<file path="src/ftarm_pkg.sv">
// shared constants for the frame time average and rate meter
package ftarm_pkg;

    // window depth and fixed field widths
    localparam int WIN_DEPTH = 64;
    localparam int TS_W      = 32;
    localparam int AVG_W     = 40;
    localparam int RATE_W    = 16;
    localparam int FRAC_W    = 8;

    // widths that follow from the window depth
    localparam int FILL_W  = $clog2(WIN_DEPTH + 1);
    localparam int PTR_W   = (WIN_DEPTH > 1) ? $clog2(WIN_DEPTH) : 1;
    localparam int SUM_W   = TS_W + PTR_W;
    localparam int DIV_W   = SUM_W + FRAC_W;
    localparam int DIFF_W  = AVG_W + 1;
    localparam int DELTA_W = TS_W + 2;
    localparam int IVL_W   = TS_W + 1;

    // acceptance span in q8 and the rate interval in ms
    localparam int ACCEPT_SPAN_Q8 = 1000 << FRAC_W;
    localparam int INTERVAL_MS    = 1000;

    // item kinds
    localparam logic KIND_START = 1'b0;
    localparam logic KIND_TICK  = 1'b1;

endpackage

</file>
<file path="src/ftarm_if.sv">
// valid/ready channel interfaces for timestamp beats and result beats
interface ftarm_in_if;
    import ftarm_pkg::*;

    logic            valid;
    logic            ready;
    logic            kind;
    logic [TS_W-1:0] timestamp_ms;

    modport source (output valid, output kind, output timestamp_ms, input ready);
    modport sink   (input valid, input kind, input timestamp_ms, output ready);
endinterface

interface ftarm_out_if;
    import ftarm_pkg::*;

    logic              valid;
    logic              ready;
    logic [TS_W-1:0]   elapsed_ms;
    logic              sample_accepted;
    logic [AVG_W-1:0]  average_frame_time;
    logic [RATE_W-1:0] frame_rate;

    modport source (output valid, output elapsed_ms, output sample_accepted,
                    output average_frame_time, output frame_rate, input ready);
    modport sink   (input valid, input elapsed_ms, input sample_accepted,
                    input average_frame_time, input frame_rate, output ready);
endinterface

</file>
<file path="src/ftarm_div.sv">
// bit-serial restoring divider: window sum in q8 over the fill count
module ftarm_div (
    input  logic                         clk,
    input  logic                         rst_n,
    input  logic                         start,
    input  logic [ftarm_pkg::DIV_W-1:0]  dividend,
    input  logic [ftarm_pkg::FILL_W-1:0] divisor,
    output logic                         done,
    output logic [ftarm_pkg::DIV_W-1:0]  quotient
);
    import ftarm_pkg::*;

    localparam int CNT_W = $clog2(DIV_W);

    logic              busy_reg, busy_next;
    logic              done_reg, done_next;
    logic [CNT_W-1:0]  cnt_reg, cnt_next;
    logic [DIV_W-1:0]  quo_reg, quo_next;
    logic [FILL_W-1:0] rem_reg, rem_next;
    logic [FILL_W-1:0] dvs_reg, dvs_next;
    logic [FILL_W:0]   trial;
    logic              fits;

    // one quotient bit per cycle, dividend shifts out msb first
    always_comb
    begin
        trial     = {rem_reg, quo_reg[DIV_W-1]};
        fits      = (trial >= {1'b0, dvs_reg});
        busy_next = busy_reg;
        done_next = 1'b0;
        cnt_next  = cnt_reg;
        quo_next  = quo_reg;
        rem_next  = rem_reg;
        dvs_next  = dvs_reg;
        if (start)
        begin
            busy_next = 1'b1;
            cnt_next  = '0;
            quo_next  = dividend;
            rem_next  = '0;
            dvs_next  = divisor;
        end
        else if (busy_reg)
        begin
            quo_next = {quo_reg[DIV_W-2:0], fits};
            rem_next = fits ? FILL_W'(trial - {1'b0, dvs_reg}) : FILL_W'(trial);
            cnt_next = cnt_reg + 1'b1;
            if (cnt_reg == CNT_W'(DIV_W - 1))
            begin
                busy_next = 1'b0;
                done_next = 1'b1;
            end
        end
    end

    // control state
    always_ff @(posedge clk or negedge rst_n)
    begin
        if (!rst_n)
        begin
            busy_reg <= 1'b0;
            done_reg <= 1'b0;
            cnt_reg  <= '0;
        end
        else
        begin
            busy_reg <= busy_next;
            done_reg <= done_next;
            cnt_reg  <= cnt_next;
        end
    end

    // datapath shift registers
    always_ff @(posedge clk)
    begin
        quo_reg <= quo_next;
        rem_reg <= rem_next;
        dvs_reg <= dvs_next;
    end

    assign done     = done_reg;
    assign quotient = quo_reg;

endmodule

</file>
<file path="src/frame_time_average_and_rate_meter_unit.sv">
// frame time average and frame rate meter, top level
//
//   channel  side   beat contents
//   frames   sink   kind, timestamp_ms
//   stats    source elapsed_ms, sample_accepted, average_frame_time, frame_rate
//
// a start beat goes from the idle state straight to the done state; a tick
// passes through the check, push, divgo and divwait states before done, and in
// divwait it waits on the bit-serial divider that makes one quotient bit a cycle.
// one item is in work at a time; the result register lets a new beat enter
// while the previous result waits on stats.ready, and a finished item waits in
// the done state, with frames.ready low, until the result register is free.
// rst_n clears all control and running state; the window memory needs no clear.
module frame_time_average_and_rate_meter_unit (
    input  logic       clk,
    input  logic       rst_n,
    ftarm_in_if.sink   frames,
    ftarm_out_if.source stats
);
    import ftarm_pkg::*;

    localparam logic [2:0] S_IDLE    = 3'd0;
    localparam logic [2:0] S_CHECK   = 3'd1;
    localparam logic [2:0] S_PUSH    = 3'd2;
    localparam logic [2:0] S_DIVGO   = 3'd3;
    localparam logic [2:0] S_DIVWAIT = 3'd4;
    localparam logic [2:0] S_DONE    = 3'd5;

    localparam logic signed [DIFF_W-1:0] SPAN_POS = DIFF_W'(ACCEPT_SPAN_Q8);
    localparam logic signed [DIFF_W-1:0] SPAN_NEG = -SPAN_POS;

    // control and running state
    logic [2:0]         state_reg, state_next;
    logic [TS_W-1:0]    last_reg, last_next;
    logic [FILL_W-1:0]  fill_reg, fill_next;
    logic [PTR_W-1:0]   ptr_reg, ptr_next;
    logic [SUM_W-1:0]   sum_reg, sum_next;
    logic [AVG_W-1:0]   avg_reg, avg_next;
    logic [RATE_W-1:0]  frames_reg, frames_next;
    logic [IVL_W-1:0]   ivl_reg, ivl_next;
    logic [RATE_W-1:0]  rate_reg, rate_next;
    logic               ovalid_reg, ovalid_next;

    // per-item working registers
    logic [TS_W-1:0]           elapsed_reg, elapsed_next;
    logic                      acc_reg, acc_next;
    logic signed [DIFF_W-1:0]  diff_reg, diff_next;
    logic signed [DELTA_W-1:0] delta_reg, delta_next;

    // result register
    logic [TS_W-1:0]    o_elapsed_reg;
    logic               o_acc_reg;
    logic [AVG_W-1:0]   o_avg_reg;
    logic [RATE_W-1:0]  o_rate_reg;

    // window memory
    logic [TS_W-1:0]    win_mem [WIN_DEPTH];
    logic [TS_W-1:0]    rd_data_reg;
    logic               win_we;

    logic               in_fire;
    logic               out_load;
    logic               full;
    logic               accept;
    logic               div_start;
    logic               div_done;
    logic [DIV_W-1:0]   div_quo;

    assign in_fire  = frames.valid && frames.ready;
    assign full     = (fill_reg == FILL_W'(WIN_DEPTH));
    assign accept   = (diff_reg < SPAN_POS) && (diff_reg > SPAN_NEG);
    assign out_load = (state_reg == S_DONE) && (!ovalid_reg || stats.ready);
    assign div_start = (state_reg == S_DIVGO);
    assign win_we   = (state_reg == S_PUSH) && accept;

    // window sum in q8 divided by the fill count
    ftarm_div u_div (
        .clk      (clk),
        .rst_n    (rst_n),
        .start    (div_start),
        .dividend ({sum_reg, {FRAC_W{1'b0}}}),
        .divisor  (fill_reg),
        .done     (div_done),
        .quotient (div_quo)
    );

    // sequencer and state updates
    always_comb
    begin
        state_next   = state_reg;
        last_next    = last_reg;
        fill_next    = fill_reg;
        ptr_next     = ptr_reg;
        sum_next     = sum_reg;
        avg_next     = avg_reg;
        frames_next  = frames_reg;
        ivl_next     = ivl_reg;
        rate_next    = rate_reg;
        elapsed_next = elapsed_reg;
        acc_next     = acc_reg;
        diff_next    = diff_reg;
        delta_next   = delta_reg;
        ovalid_next  = ovalid_reg;
        if (stats.valid && stats.ready)
        begin
            ovalid_next = 1'b0;
        end
        unique case (state_reg)
            S_IDLE:
            begin
                if (in_fire)
                begin
                    last_next = frames.timestamp_ms;
                    acc_next  = 1'b0;
                    if (frames.kind == KIND_TICK)
                    begin
                        elapsed_next = frames.timestamp_ms - last_reg;
                        state_next   = S_CHECK;
                    end
                    else
                    begin
                        elapsed_next = '0;
                        state_next   = S_DONE;
                    end
                end
            end
            S_CHECK:
            begin
                // distance to the average, and the sum change if pushed
                diff_next  = $signed({1'b0, elapsed_reg, {FRAC_W{1'b0}}})
                           - $signed({1'b0, avg_reg});
                delta_next = $signed({2'b00, elapsed_reg})
                           - $signed({2'b00, (full ? rd_data_reg : {TS_W{1'b0}})});
                if (frames_reg != {RATE_W{1'b1}})
                begin
                    frames_next = frames_reg + 1'b1;
                end
                ivl_next   = ivl_reg + {1'b0, elapsed_reg};
                state_next = S_PUSH;
            end
            S_PUSH:
            begin
                acc_next = accept;
                if (accept)
                begin
                    sum_next = sum_reg + SUM_W'(delta_reg);
                    if (!full)
                    begin
                        fill_next = fill_reg + 1'b1;
                    end
                    ptr_next = (ptr_reg == PTR_W'(WIN_DEPTH - 1)) ? '0 : ptr_reg + 1'b1;
                end
                // close the rate interval past one second
                if (ivl_reg > IVL_W'(INTERVAL_MS))
                begin
                    rate_next   = frames_reg;
                    frames_next = '0;
                    ivl_next    = '0;
                end
                state_next = S_DIVGO;
            end
            S_DIVGO:
            begin
                state_next = S_DIVWAIT;
            end
            S_DIVWAIT:
            begin
                if (div_done)
                begin
                    avg_next   = (fill_reg == '0) ? '0 : div_quo[AVG_W-1:0];
                    state_next = S_DONE;
                end
            end
            S_DONE:
            begin
                if (out_load)
                begin
                    ovalid_next = 1'b1;
                    state_next  = S_IDLE;
                end
            end
            default:
            begin
                state_next = S_IDLE;
            end
        endcase
    end

    // control and running state registers
    always_ff @(posedge clk or negedge rst_n)
    begin
        if (!rst_n)
        begin
            state_reg  <= S_IDLE;
            last_reg   <= '0;
            fill_reg   <= '0;
            ptr_reg    <= '0;
            sum_reg    <= '0;
            avg_reg    <= '0;
            frames_reg <= '0;
            ivl_reg    <= '0;
            rate_reg   <= '0;
            ovalid_reg <= 1'b0;
        end
        else
        begin
            state_reg  <= state_next;
            last_reg   <= last_next;
            fill_reg   <= fill_next;
            ptr_reg    <= ptr_next;
            sum_reg    <= sum_next;
            avg_reg    <= avg_next;
            frames_reg <= frames_next;
            ivl_reg    <= ivl_next;
            rate_reg   <= rate_next;
            ovalid_reg <= ovalid_next;
        end
    end

    // working and result payload registers
    always_ff @(posedge clk)
    begin
        elapsed_reg <= elapsed_next;
        acc_reg     <= acc_next;
        diff_reg    <= diff_next;
        delta_reg   <= delta_next;
        if (out_load)
        begin
            o_elapsed_reg <= elapsed_reg;
            o_acc_reg     <= acc_reg;
            o_avg_reg     <= avg_reg;
            o_rate_reg    <= rate_reg;
        end
    end

    // window memory: newest written at the pointer, oldest read from it
    always_ff @(posedge clk)
    begin
        if (win_we)
        begin
            win_mem[ptr_reg] <= elapsed_reg;
        end
        rd_data_reg <= win_mem[ptr_reg];
    end

    // ports
    assign frames.ready             = (state_reg == S_IDLE);
    assign stats.valid              = ovalid_reg;
    assign stats.elapsed_ms         = o_elapsed_reg;
    assign stats.sample_accepted    = o_acc_reg;
    assign stats.average_frame_time = o_avg_reg;
    assign stats.frame_rate         = o_rate_reg;

    // fill count never passes the window depth
    a_fill_bound: assert property (@(posedge clk) disable iff (!rst_n)
        fill_reg <= FILL_W'(WIN_DEPTH))
        else $error("window fill above depth");

    // an open interval never holds more than one second between items
    a_interval_bound: assert property (@(posedge clk) disable iff (!rst_n)
        (state_reg == S_IDLE) |-> (ivl_reg <= IVL_W'(INTERVAL_MS)))
        else $error("rate interval not closed");

    // an accepted sample leaves a nonempty window
    a_accept_fill: assert property (@(posedge clk) disable iff (!rst_n)
        (stats.valid && stats.sample_accepted) |-> (fill_reg != '0))
        else $error("sample accepted with empty window");

    // a start beat goes straight to the result stage
    a_start_path: assert property (@(posedge clk) disable iff (!rst_n)
        (in_fire && frames.kind == KIND_START) |=> (state_reg == S_DONE))
        else $error("start beat took the tick path");

endmodule

</file>
<file path="src/flat_wrapper.sv">
// flat-port wrapper written by rule: the top's interface ports become plain ports
module frame_time_average_and_rate_meter_unit_flat import ftarm_pkg::*;
  (clk, rst_n, frames_valid, frames_kind, frames_timestamp_ms, frames_ready, stats_valid, stats_elapsed_ms, stats_sample_accepted, stats_average_frame_time, stats_frame_rate, stats_ready);
  ftarm_in_if frames_i ();
  ftarm_out_if stats_i ();
  input  logic clk;
  input  logic rst_n;
  input wire logic [$bits(frames_i.valid)-1:0] frames_valid;
  input wire logic [$bits(frames_i.kind)-1:0] frames_kind;
  input wire logic [$bits(frames_i.timestamp_ms)-1:0] frames_timestamp_ms;
  output wire logic [$bits(frames_i.ready)-1:0] frames_ready;
  output wire logic [$bits(stats_i.valid)-1:0] stats_valid;
  output wire logic [$bits(stats_i.elapsed_ms)-1:0] stats_elapsed_ms;
  output wire logic [$bits(stats_i.sample_accepted)-1:0] stats_sample_accepted;
  output wire logic [$bits(stats_i.average_frame_time)-1:0] stats_average_frame_time;
  output wire logic [$bits(stats_i.frame_rate)-1:0] stats_frame_rate;
  input wire logic [$bits(stats_i.ready)-1:0] stats_ready;
  assign frames_i.valid = frames_valid;
  assign frames_i.kind = frames_kind;
  assign frames_i.timestamp_ms = frames_timestamp_ms;
  assign frames_ready = frames_i.ready;
  assign stats_valid = stats_i.valid;
  assign stats_elapsed_ms = stats_i.elapsed_ms;
  assign stats_sample_accepted = stats_i.sample_accepted;
  assign stats_average_frame_time = stats_i.average_frame_time;
  assign stats_frame_rate = stats_i.frame_rate;
  assign stats_i.ready = stats_ready;
  frame_time_average_and_rate_meter_unit u_core (.clk(clk), .rst_n(rst_n), .frames(frames_i), .stats(stats_i));
endmodule
</file>
<file path="config.mk">
export PLATFORM = sky130hd
export DESIGN_NAME = frame_time_average_and_rate_meter_unit_flat
export DESIGN_NICKNAME = d
export VERILOG_FILES = /design/src/ftarm_pkg.sv /design/src/ftarm_if.sv /design/src/ftarm_div.sv /design/src/frame_time_average_and_rate_meter_unit.sv /design/src/flat_wrapper.sv
export SDC_FILE = /design/constraint.sdc
export NUM_CORES = 2
export LEC_CHECK = 0
export ABC_AREA = 1
export BUFFER_PORTS_ARGS = -buffer_cell sky130_fd_sc_hd__buf_2
export CORE_MARGIN = 3
export CORE_UTILIZATION = 23
export CTS_CLUSTER_DIAMETER = 150
export DETAILED_ROUTE_END_ITERATION = 16
export PLACE_DENSITY = 0.38
export SYNTH_ARGS = -nofsm -noshare
export SYNTH_HDL_FRONTEND = slang
export SYNTH_HIERARCHICAL = 1
export SYNTH_SLANG_ARGS = --single-unit
</file>
<file path="constraint.sdc">
create_clock -name clk -period 4.9 [get_ports clk]
set_input_delay 0.245 -clock clk [delete_from_list [all_inputs] [get_ports clk]]
set_output_delay 0.245 -clock clk [all_outputs]
set_load 0.03 [all_outputs]
</file>
After elaboration in Yosys (flattened, before gate mapping). Memories as Yosys holds them, arrays and structs flattened. A register that Yosys moved wholly into a read port is not among the register bits. Index checks and enable logic that the tools add are counted.

Add/subtract/negate cells: 10. Magnitude comparators: 4. Eq/ne operators: 14. Mux-type cells: 31. Bitwise gates (word level): 1. Reduce and logical (&&, ||, !) cells: 21.

Operators with widths (number): two-way mux 46 bit (2); case mux 33 bit (2 select lines) (1); greater-than comparator 41 x 19 -> 1 bit (second input constant) (1); less-than comparator 41 x 19 -> 1 bit (second input constant) (1); subtractor 40 x 40 -> 41 bit (1); two-way mux 40 bit (1); adder 38 bit (1); adder 33 x 32 -> 33 bit (1); greater-than comparator 33 x 10 -> 1 bit (second input constant) (1); two-way mux 33 bit (1); subtractor 32 x 32 -> 33 bit (1); two-way mux 16 bit (2); two-way mux 32 bit (1); case mux 16 bit (2 select lines) (1); subtractor 32 bit (1); two-way mux 6 bit (3); case mux 3 bit (6 select lines) (1); adder 16 x 1 -> 16 bit (second input constant) (1); inequality test 16 bit (second input constant) (1); adder 6 x 1 -> 6 bit (second input constant) (2); == test 6 bit (second input constant) (2); two-way mux 1 bit (12); two-way mux 3 bit (4); AND reduction 2 bit (6); 19 further kinds (32).

Bits in registers: 457. Memory bits (writable): 2048. Bits of input ports: 37. Output and inout port bits: 91. Logic and storage cells: 107. Memories kept: 1.

Memories: u_core.win_mem (depth 64, width 32, rd ports 1, clocked after memory_dff 1, wr ports 1, line frame_time_average_and_rate_meter_unit.sv:57) `logic [TS_W-1:0] win_mem [WIN_DEPTH];`.

Logic depth before layout (Yosys ltp).
Word-level depth: 5. Depth in mapped cells: 19. Gate-level depth less buffers: 18.

By module. Netlist, hierarchy kept.

By module, submodules not included: frame_time_average_and_rate_meter_unit (instances 1, cells an instance 8687, area each 102570.9 um^2, sequential area each 72829.8 um^2); ftarm_div (instances 1, cells an instance 361, area each 3245.6 um^2, sequential area each 1931.9 um^2).

Worst setup path after synthesis. OpenSTA, ideal clock, no wires.

Path kind: flip-flop to flip-flop. Start point: register u_core.state_reg[2]. End point: register u_core.o_avg_reg[0] (netlist: u_core/stats.average_frame_time[0]), enable pin. Setup time: 537 ps. Data arrival time: 4498 ps. Required time: 4363 ps. Setup slack: -135 ps. Stages on the path, launching flop included: 6. Path buffers: 1. Clock period less this slack: 5035 ps. Path through: dfrtp_1 buf_2 inv_1 nor3_1 inv_1 nor2_1.

Word-level cells in the longest chain between the ends: 2.

Ends and longest elaborated chain: start: declaration (line frame_time_average_and_rate_meter_unit.sv:33) `logic [2:0] state_reg, state_next;`; start signal: assignment (line frame_time_average_and_rate_meter_unit.sv:207) `state_reg <= state_next;`; == test 3 bit (line frame_time_average_and_rate_meter_unit.sv:72) `assign out_load = (state_reg == S_DONE) && (!ovalid_reg || stats.ready);`; logical AND 1 bit (line frame_time_average_and_rate_meter_unit.sv:72); named net u_core.out_load (line frame_time_average_and_rate_meter_unit.sv:62) `logic out_load;`; end signal: assignment (line frame_time_average_and_rate_meter_unit.sv:231) `o_avg_reg <= avg_reg;`; end: declaration (line frame_time_average_and_rate_meter_unit.sv:53) `logic [AVG_W-1:0] o_avg_reg;`.

The timed path passes the listed nets, and every way through them passes these cells. A chain may end at the register's enable or synchronous reset.

==> results.yml <==
outcome:
  outcome: "finished, violations left"
  violations: "capacitance limit"
cells_and_area:
  fin_area_mm2: 0.126
  largest_reg_flops: 2048
  fillCellCount: 47500
  num-nets-final: 9717
  drive_gt1_share_pct: 10.0
  area_growth_pct: 18.8
cts:
  cts_buffers: 292
  clk_latency_ns: 0.94
  cts_root_buffer: "clkbuf_16"
  clockBufferDepth: 4
  cts.sinks: 2536
  post_cts_buffers: 0
  cts.clk_slew.worst_paths_ns: 0.06
  h-tree-depth: 5
  cts_tree: "yes"
  postCtsHoldBufs: 38
  post_cts_resized: 0
timing:
  hold_slack_ns: 0.109
  hold_viol_final: 0
  clock_skew_ns: 0.0947
  finalCritPeriodShare_pct: 84.5
  worst_slew_pin_slew_ns: 1.49
  fin_tns_setup_ns: 0
  setup_slack_ns: 0.757
  max_freq_ghz: 0.241
  finalSetupViolCount: 0
  slew_headroom_pct: 0.450
  min_period_ns: 4.14
  slew_viol_final: 0
  rsz0062_at_grt: "no"
drt:
  drt_iter0_drc: 7245
  drc: 0
  wire_per_inst_um: 25.9
  totalWireLength_mm: 411
  dr_total_vias: 72600
  ant_nets: 0
  viasPerCell: 4.57
  first_pass_iters: 6
yosys:
  async_reset_ff_share_pct: 7.89
  synthCells: 9048
  synth-adder-area-share_pct: 2.20
  synth-edff-count: 2297
  muxShareOfSynthArea_pct: 0.0426
  yosys_warnings: 6
  seq_area_frac_synth_pct: 70.7
  synth-compound-area-share_pct: 6.15
  syn_area_per_cell_um2: 11.7
  ys_types: 59
  synth_simple_gate_area_share_pct: 16.7
  synth_xor_area_share_pct: 0.795
  synth_top_family_by_area: "simple AND/OR/NAND/NOR gates"
  synth_ff_type: "edfxtp_1"
  synth_area_mm2: 0.106
  ys_ff_latch: 2536
pwr:
  power.density_mw_per_mm2: 364
  leakage_nw: 45.0
  ir_drop_v: 0.000275
die:
  die-area_mm2: 0.468
  die-height_um: 684
  rows: 248
  die_width_um: 684
  ioPinCount: 128
  start_util_pct: 23.1
  coreArea_mm2: 0.457
global_routing:
  grt_pass1_vias: 71800
  grt_pass1_wl_mm: 570
  antenna_found_initial: 52
  grt-ovfl-total: 0
  grt_max_degree: 97
  grt_usage_pct: 17.0
placed_design:
  gp_congestion: 0.865
  dp_hpwl_mm: 261
  place_area_mm2: 0.116
  pre_cts_slack_ns: 0.879
  numPortBuffers: 127
setup_path:
  crit_type: "flop to flop"
  timing.rr.start: "u_core/ptr_reg[0]$_DFFE_PN0P_"
  r2r_slack_ns: 0.76
  r2r-end: "u_core/rd_data_reg[31]$_DFF_P_"
  worst_setup_path_end_kind: "flop"
  reg2reg_depth: 10
  start_kind: "flop"
  cp.required_ns: 5.70
  cp_max_fo: 49
  cp.arrival_ns: 4.94
run:
  maxCapViolCount: 1
hold_path:
  hold_start: "frames_timestamp_ms[30]"
  hold_depth: 4
  hold_end: "u_core/last_reg[30]$_DFFE_PN0P_"
  hold_class: "primary input to flop"
## synthesized netlist by cell type (7+ instances only)
cell	instances	area (um2)
a21o_1	9	67.6
a21oi_1	269	1350
a22oi_1	275	2060
buf_2	189	946
buf_4	10	75.1
buf_6	21	236
clkbuf_1	83	312
dfrtp_1	200	5000
dfxtp_1	39	781
edfxtp_1	2297	69000
ha_1	178	2230
inv_1	539	2020
inv_2	16	60.1
nand2_1	2877	10800
nand3_1	402	2010
nand3b_1	15	113
nand4_1	309	1930
nor2_1	541	2030
nor3_1	60	300
nor4_1	14	87.6
o2111ai_1	20	175
o21a_1	7	52.6
o21ai_0	337	1690
o21ai_1	120	601
o21ai_2	8	70.1
o21bai_1	25	188
o2bb2ai_1	12	105
or2_2	7	43.8
xnor2_1	43	377
xor2_1	53	464
## logic make-up after synthesis
group           count (synthesis)
mux                             4
flops                        2536
buf+inv                       865
other cells                     1
simple gates                 4261
fa+ha+maj                     183
compound gates               1102
xor+xnor                       96
## worst max path at each step
stage	start	end
floorplan	u_core/diff_reg[23]$_DFFE_PP_	u_core/win_mem[15][0]$_DFFE_PP_
global placement	u_core/ptr_reg[0]$_DFFE_PN0P_	u_core/rd_data_reg[31]$_DFF_P_
detailed placement	u_core/ptr_reg[0]$_DFFE_PN0P_	u_core/rd_data_reg[31]$_DFF_P_
CTS	u_core/ptr_reg[0]$_DFFE_PN0P_	u_core/rd_data_reg[0]$_DFF_P_
global route	u_core/ptr_reg[0]$_DFFE_PN0P_	u_core/rd_data_reg[31]$_DFF_P_
finish	u_core/ptr_reg[0]$_DFFE_PN0P_	u_core/rd_data_reg[31]$_DFF_P_
## stage by stage
step / std cells / power (mW) / util [%]
after floorplan: 9055 / 23.9 / -
after global placement: 15300 / 24.1 / 25.3
after detailed placement: 15300 / 24.1 / 25.3
after CTS: 15900 / 46.3 / 27.5
after global routing: 15900 / 47.2 / 27.5
final: 15900 / 45.8 / 27.5
## per-layer routing
layer	up-vias	wire length, um	track usage, %
met3	456	22200	2.03
met1	37100	188000	23.9
met2	2262	189000	27.5
li1	32800	-	-
met5	-	13	0
met4	2	11700	4.79
## critical path, cell delays in order, from the launching register on
cell and delay [ns]:
dfrtp_1 0.92, inv_2 0.20, nand2_2 0.31, inv_8 0.26, buf_12 0.30, nand2_1 0.09
nand4_1 0.07, o21ai_0 1.03, nand2_1 0.50, nor2_1 0.22, nand2_1 0.06
## cell type report
type | instances | area, um2 | area share, %
sequential | 2536 | 74800 | 59.5
antenna | 13 | 32.5 | 0.0259
inverter | 558 | 2140 | 1.70
timing repair buffer | 455 | 3670 | 2.92
clock buffer | 383 | 7870 | 6.26
tap | 6125 | 7660 | 6.10
multi-input combinational | 5654 | 28000 | 22.2
clock inverter | 150 | 1620 | 1.29
## layout by cell type (no fill, tap or decap), types with 56 or more instances in the layout
master and count:
edfxtp_1 2297, a22oi_1 275, nand4_1 309, nand2_1 2877
inv_1 538, buf_4 253, a21oi_1 269, clkbuf_1 76
o21ai_0 333, nor2_1 472, clkbuf_16 298, ha_1 178
o21ai_1 124, nand3_1 402, buf_2 126, dfrtp_1 200
nor3_1 56, nor2_4 74
## report_power, final
part | total (mW) | leakage [nW] | switching, mW | internal (mW)
Combinational | 0.425 | 16.7 | 0.296 | 0.129
Clock | 22.1 | 4.62 | 9.32 | 12.7
Sequential | 23.3 | 23.6 | 0.00444 | 23.3
Total | 45.8 | 45.0 | 9.62 | 36.1
(Power assumes the default switching activity.)
